## config.mk

```make
export PLATFORM = sky130hd
export DESIGN_NAME = stbs_ctrl
export DESIGN_NICKNAME = d
export VERILOG_FILES = /design/src/rtl/stbs_pkg.sv /design/src/rtl/stbs_ctrl.sv
export SDC_FILE = /design/constraint.sdc
export NUM_CORES = 1
export LEC_CHECK = 0
export BUFFER_PORTS_ARGS = -buffer_cell sky130_fd_sc_hd__buf_2
export CAP_MARGIN = 10
export CELL_PAD_IN_SITES_DETAIL_PLACEMENT = 1
export CELL_PAD_IN_SITES_GLOBAL_PLACEMENT = 2
export CORE_AREA = 2 2 39 41
export CTS_BUF_LIST = sky130_fd_sc_hd__clkbuf_2
export CTS_CLUSTER_SIZE = 30
export DETAILED_ROUTE_END_ITERATION = 7
export DIE_AREA = 0 0 41 43
export GPL_ROUTABILITY_DRIVEN = 1
export HOLD_SLACK_MARGIN = 0.08
export PLACE_DENSITY = 0.65
export SETUP_SLACK_MARGIN = 0.3
export SLEW_MARGIN = 10
export SYNTH_ARGS = -nofsm -noshare
export SYNTH_HDL_FRONTEND = slang
export SYNTH_SLANG_ARGS = --single-unit
```

## constraint.sdc

```tcl
create_clock -name i_clk -period 1 [get_ports i_clk]
set_input_delay 0.1 -clock i_clk [delete_from_list [all_inputs] [get_ports i_clk]]
set_output_delay 0.1 -clock i_clk [all_outputs]
set_load 0.1 [all_outputs]
```

## src/rtl/stbs_pkg.sv

```systemverilog
`default_nettype none

package stbs_pkg;

    localparam int COUNT_W = 11;
    localparam int KEY_W   = 38;

    localparam logic MODE_LOOKUP = 1'b0;
    localparam logic MODE_LOAD   = 1'b1;

    typedef struct packed {
        logic        mode;
        logic [31:0] key_hash;
        logic [5:0]  key_track;
        logic [9:0]  load_index;
        logic [19:0] load_frames;
        logic [5:0]  load_flags;
    } t_in_item;

    typedef struct packed {
        logic        found;
        logic [9:0]  entry_index;
        logic [19:0] frames;
        logic [5:0]  flags;
    } t_out_item;

    typedef struct packed {
        logic [31:0] hash;
        logic [5:0]  track;
        logic [19:0] frames;
        logic [5:0]  flags;
    } t_entry;

    localparam int ENTRY_W = $bits(t_entry);

    // controller to datapath
    typedef struct packed {
        logic write;     // load item taken
        logic start;     // lookup item taken
        logic probe;     // read entry at mid
        logic hit;       // capture matching entry
        logic step;      // narrow the window
        logic load_out;  // move result to output register
    } t_cmd;

    // datapath to controller
    typedef struct packed {
        logic low_lt_high;
        logic key_eq;
        logic out_free;
    } t_sts;

endpackage

`default_nettype wire

```

## src/rtl/stbs_ctrl.sv

```systemverilog
`default_nettype none

module stbs_ctrl
    import stbs_pkg::*;
(
    input  wire logic i_clk,
    input  wire logic i_rst_n,
    input  wire logic i_in_valid,
    input  wire logic i_mode,
    output logic      o_in_stall,
    output t_cmd      o_cmd,
    input  wire t_sts i_sts
);

    localparam logic [1:0] S_IDLE = 2'd0;
    localparam logic [1:0] S_CHK  = 2'd1;
    localparam logic [1:0] S_CMP  = 2'd2;
    localparam logic [1:0] S_DONE = 2'd3;

    logic [1:0] r_state;
    logic [1:0] n_state;

    always_ff @(posedge i_clk) begin
        if (!i_rst_n) begin
            r_state <= S_IDLE;
        end else begin
            r_state <= n_state;
        end
    end

    assign o_in_stall = (r_state != S_IDLE);

    always_comb begin
        n_state = r_state;
        o_cmd   = '0;
        unique case (r_state)
            S_IDLE: begin
                if (i_in_valid) begin
                    if (i_mode == MODE_LOAD) begin
                        o_cmd.write = 1'b1;
                    end else begin
                        o_cmd.start = 1'b1;
                        n_state     = S_CHK;
                    end
                end
            end
            S_CHK: begin
                if (i_sts.low_lt_high) begin
                    o_cmd.probe = 1'b1;
                    n_state     = S_CMP;
                end else begin
                    n_state = S_DONE;
                end
            end
            S_CMP: begin
                if (i_sts.key_eq) begin
                    o_cmd.hit = 1'b1;
                    n_state   = S_DONE;
                end else begin
                    o_cmd.step = 1'b1;
                    n_state    = S_CHK;
                end
            end
            S_DONE: begin
                // wait until the previous result has left the output register
                if (i_sts.out_free) begin
                    o_cmd.load_out = 1'b1;
                    n_state        = S_IDLE;
                end
            end
            default: begin
                n_state = S_IDLE;
            end
        endcase
    end

endmodule

`default_nettype wire

```

### Word-level counts from Yosys, hierarchy flattened

Index checks and enable logic that the tools add are counted.

| storage, ports and cells | value |
|---|---|
| input bits | 7 |
| word-level logic and storage cells | 27 |
| bits in registers | 2 |
| output and inout port bits | 7 |

| cells by class | value |
|---|---|
| reductions and logical operators | 3 |
| mux-type cells | 17 |
| equality and inequality tests | 6 |

Operators with widths:

| cell | count |
|---|---|
| $mux W2 | 7 |
| $mux W1 | 9 |
| $pmux W2 S4 | 1 |
| $ne A2 B2 Y1 const B | 3 |
| $eq A2 B2 Y1 const B | 2 |
| $reduce_and A3 Y1 | 1 |
| $eq A2 B1 Y1 const B | 1 |
| $logic_not A2 Y1 | 1 |
| $reduce_bool A2 Y1 | 1 |

### Longest topological paths before layout

| logic depth | value |
|---|---|
| depth in word-level cells | 3 |
| depth in mapped cells | 2 |
| depth with buffers taken out | 2 |

### Worst setup path before layout

OpenSTA, ideal clock, no wires.

| path | value |
|---|---|
| path kind | reg2out |
| start | reg r_state[0] |
| end | out o_cmd[4] in the netlist's numbering |
| setup slack | -2.599 ns |
| required time | 0.900 ns |
| stages on the path, launching flop included | 2 |
| buffers on the path | 0 |
| arrival | 3.499 ns |
| path through | dfxtp_1 nor4b_1 |

RTL lines:

| item | RTL line | source |
|---|---|---|
| from (decl) | stbs_ctrl.sv:20 | `logic [1:0] r_state;` |
| from (signal assigned) | stbs_ctrl.sv:27 | `r_state <= n_state;` |
| to (decl) | stbs_ctrl.sv:11 | `output t_cmd o_cmd,` |

==> flow_results.org <==
** Outcome
- The run finished, with violations left.
- The final reports fail on negative setup slack.

** Global route
- Grt total ovfl :: 0
- The first global-routing pass estimated around 920 um of wire.
- Largest net degree at the start of global routing :: 8
- Antenna violations before repair :: 0
- Gr usage total :: under 10%
- Via count of the first global-routing pass :: 219

** Finish
- Cells fill around a third of the core in the end.
- Number of inserted filler cells in the final layout :: between 150 and 200
- Net total in the final layout :: between 40 and 50
- Share of final-layout standard cells stronger than drive strength 1 :: 88.6%
- More flip-flops sit in one register than any other, and that register is r_state.
- In the final layout, flip-flops and latches occupy ~48 um^2.
- 0 antenna diodes ended up in the layout.
- Relative to the synthesized area, the layout overhead comes to 186%.
- Number of flip-flops in the largest register :: 2
- In the final layout, the multi-input gates occupy 145 um^2.
- The largest registers in the layout are r_state (2).

** Synth
- Number of distinct library cell variants in the gate-level netlist after synthesis :: 13
- Parity-gate share of the synthesized area counting xor and xnor cells :: 0%
- Summing the areas of all fa, ha and maj instances in the mapped netlist gives 0% of the synthesized area.
- Number of synthesized register bits :: 2
- Counting every instance in the synthesized netlist gives 15.
- Warnings, synthesis :: 0
- Sequential share of the synthesized area :: 26.2%
- Average cell area after synthesis :: around 10 um^2
- After Yosys synthesis, and, or, nand and nor cells account for about two fifths of the synthesized area.
- Compound-gate portion of the synthesized area :: 27.9%
- Syn_nets :: 22
- Post-Syn Area :: around 150 um^2
- After synthesis, the largest family of logic cells by area is simple AND/OR/NAND/NOR gates.
- In the synthesized netlist, mux cells make up 0% of the area.

** Place
- Weighted congestion reported at the end of routability-driven placement :: around 0.7
- Quantity of I/O buffers inserted on ports :: 13

** Clocking
- Insertion delay to the later sink of the worst-skew pair :: 0.21 ns
- CTS built an H-tree with a depth of 1.
- Clock tree synthesis inserted a total of 3 buffers.
- Clock tree root driver cell :: sky130_fd_sc_hd__clkbuf_2
- CTS saw 2 sinks.
- TritonCTS built the clock tree.
- Maximum buffer depth of the clock tree :: 2
- CTS Hold Buffers Added :: 0
- Clk slew on worst S/H paths :: roughly 0.03 ns

** STA
- Adding up every negative setup slack in the final design gives -0.916 ns.
- Final cycle utilization of the critical path :: 118%
- Setup violations remaining at the end of the flow were counted as 8.
- Clock period minus final worst setup slack :: roughly 1.2 ns
- Setup slack on the critical path of the routed design comes to -0.183 ns.
- Layout Skew :: around 0.014 ns
- Headroom to the max-slew limit :: between 80 and 90%
- Measured slew at the worst slew-check pin :: around 0.26 ns
- Max Clk Rate :: ~0.85 GHz
- Pins Over Slew Limit :: 0
- Setup repair after global routing could not meet its margin everywhere.
- The number of hold violations in the final report came to 0.

** Routing
- The final route contains approximately 200 vias.
- In the routed layout, each cell is associated on average with a via count of 3.86.
- Number of DRC markers after the initial detailed-route iteration :: 0
- In this run the remaining antenna-violating nets after routing total 0.
- For this run, the detailed router's first-pass iteration total came to 1.
- After detailed routing, the total wire length is 540 um.
- DRC Markers :: 0
- In the final routed layout, each cell accounts on average for between 10 and 15 um.

** Power and ir drop
- The analysis attributes to cell leakage a power of around 0.19 nW.
- After layout, the design draws a total of a little over 0.0006 W.
- Across the VDD grid, the largest voltage drop is roughly 0.51 mV.
- P per Cell Area :: ~1400 nW/um^2

** Floorplanning
- Floorplan die width :: ~40 um
- The floorplan step defined a die boundary enclosing roughly 1800 um^2.
- Core footprint :: around 1400 um^2
- 14 I/O pins were placed.
- Die Y :: between 40 and 50 um
- Number of placement rows :: 14
- Effective utilization at floorplan :: 11.0%

** Hold path
- The tightest min-delay check is of the primary input to register type.
- HP Start :: i_rst_n
- The worst hold path terminates at r_state[1].
- The worst hold path passes through 2 cells.

** Critical path
- Cells along the critical path :: nor4b_4 > buf_12
- Critical path fanouts, max :: 7
- R2R cell count :: 3
- Startpoint of the lowest-slack register-to-register path :: r_state[0]
- Slowest Stage Delay on Critical Path :: about 0.36 ns
- The endpoint identified for the worst register-to-register timing path is r_state[0].
- The critical path is of the register to output port type.
- Worst-path cell with the longest stage delay :: sky130_fd_sc_hd__dfxtp_4
- Worst reg-to-reg setup slack :: -0.06 ns
- Data on the critical path is required at its endpoint by around 0.9 ns.
- STA puts the critical path data arrival time at approximately 1.1 ns.
- Kind of start point of the critical path :: register
- Critical path endpoint category :: output port

** Job
- Max-cap violations in this run came to 0.
[logic make-up after synthesis]
family,Yosys count
AOI/OAI and AO/OA,3
buffers and inverters,2
DFF,2
and+or+nand+nor,8
[worst max-delay path by stage]
stage,depth (start not counted),end,from
5_1_grt,2,o_cmd[4],r_state[1]
6_report,2,o_cmd[4],r_state[1]
3_3_place_gp,3,o_cmd[5],r_state[0]
2_1_floorplan,1,o_cmd[4],r_state[1]
4_1_cts,2,o_cmd[4],r_state[1]
3_5_place_dp,3,o_cmd[5],r_state[0]
[power breakdown]
part	internal, W	total [W]	switching (W)
combinational	0.000140	0.000345	0.000205
clock	0.000105	0.000159	0.0000547
sequential	0.0000901	0.000115	0.0000244
total	0.000334	0.000619	0.000284
[routing by layer]
| metal | share of wire [%] | vias up | global-route usage (%) |
|---|---|---|---|
| met1 | 39 | 85 | 8.60 |
| met3 | 8.9 | 4 | 3.14 |
| met5 | 0 | - | 0 |
| met4 | 4.6 | 0 | 10.0 |
| li1 | - | 95 | - |
| met2 | 48 | 13 | 11.6 |
[area by class of cell]
type / instances / area share (%)
clock buffers: 4 / 4.58
inverters: 2 / 1.72
multi-input cells: 11 / 33.2
repair buffers: 16 / 45.0
well taps: 16 / 4.58
flip-flops and latches: 2 / 10.9
[synth_stat cells]
cell type	count	area [um^2]
sky130_fd_sc_hd__a21boi_0	1	7.51
sky130_fd_sc_hd__a2111oi_4	1	27.5
sky130_fd_sc_hd__and3b_2	1	10.0
sky130_fd_sc_hd__inv_1	2	7.51
sky130_fd_sc_hd__and3_4	1	11.3
sky130_fd_sc_hd__nor2_1	1	3.75
sky130_fd_sc_hd__nand2b_1	1	6.26
sky130_fd_sc_hd__dfxtp_1	2	40.0
sky130_fd_sc_hd__o21a_1	1	7.51
sky130_fd_sc_hd__and3_1	1	6.26
sky130_fd_sc_hd__and3b_1	1	8.76
sky130_fd_sc_hd__nor4b_1	1	8.76
sky130_fd_sc_hd__nor3b_1	1	7.51
[through the flow]
step	worst slack (ns)	area, um^2	instances	hold slack [ns]
floorplan	-0.524	190	15	0.218
global placement	-0.00332	388	45	0.319
detailed placement	-0.0368	388	45	0.334
CTS	-0.207	437	51	0.120
global route	-0.253	437	51	0.141
finish	-0.183	437	51	0.136
[worst max-delay path: cells and delay by family (launching register included)]
family / cells / cell delay (ns)
flops: 1 / 0.36
simple gates: 1 / 0.31
buf+inv: 1 / 0.21
[repair_timing]
item	in CTS	in global routing
setup buffers	2	0
pin swaps	6	0
endpoints found under the setup margin	9	9
gates resized for setup	5	0
[cells in the final DEF (no fill, tap or decap), types with 2 or more instances in the layout]
cell type,synthesis,layout
sky130_fd_sc_hd__and3_4,1,2
sky130_fd_sc_hd__and3b_2,1,2
sky130_fd_sc_hd__buf_12,0,7
sky130_fd_sc_hd__buf_2,0,6
sky130_fd_sc_hd__buf_4,0,2
sky130_fd_sc_hd__clkbuf_2,0,4
sky130_fd_sc_hd__dfxtp_4,0,2
(Power assumes the default switching activity.)
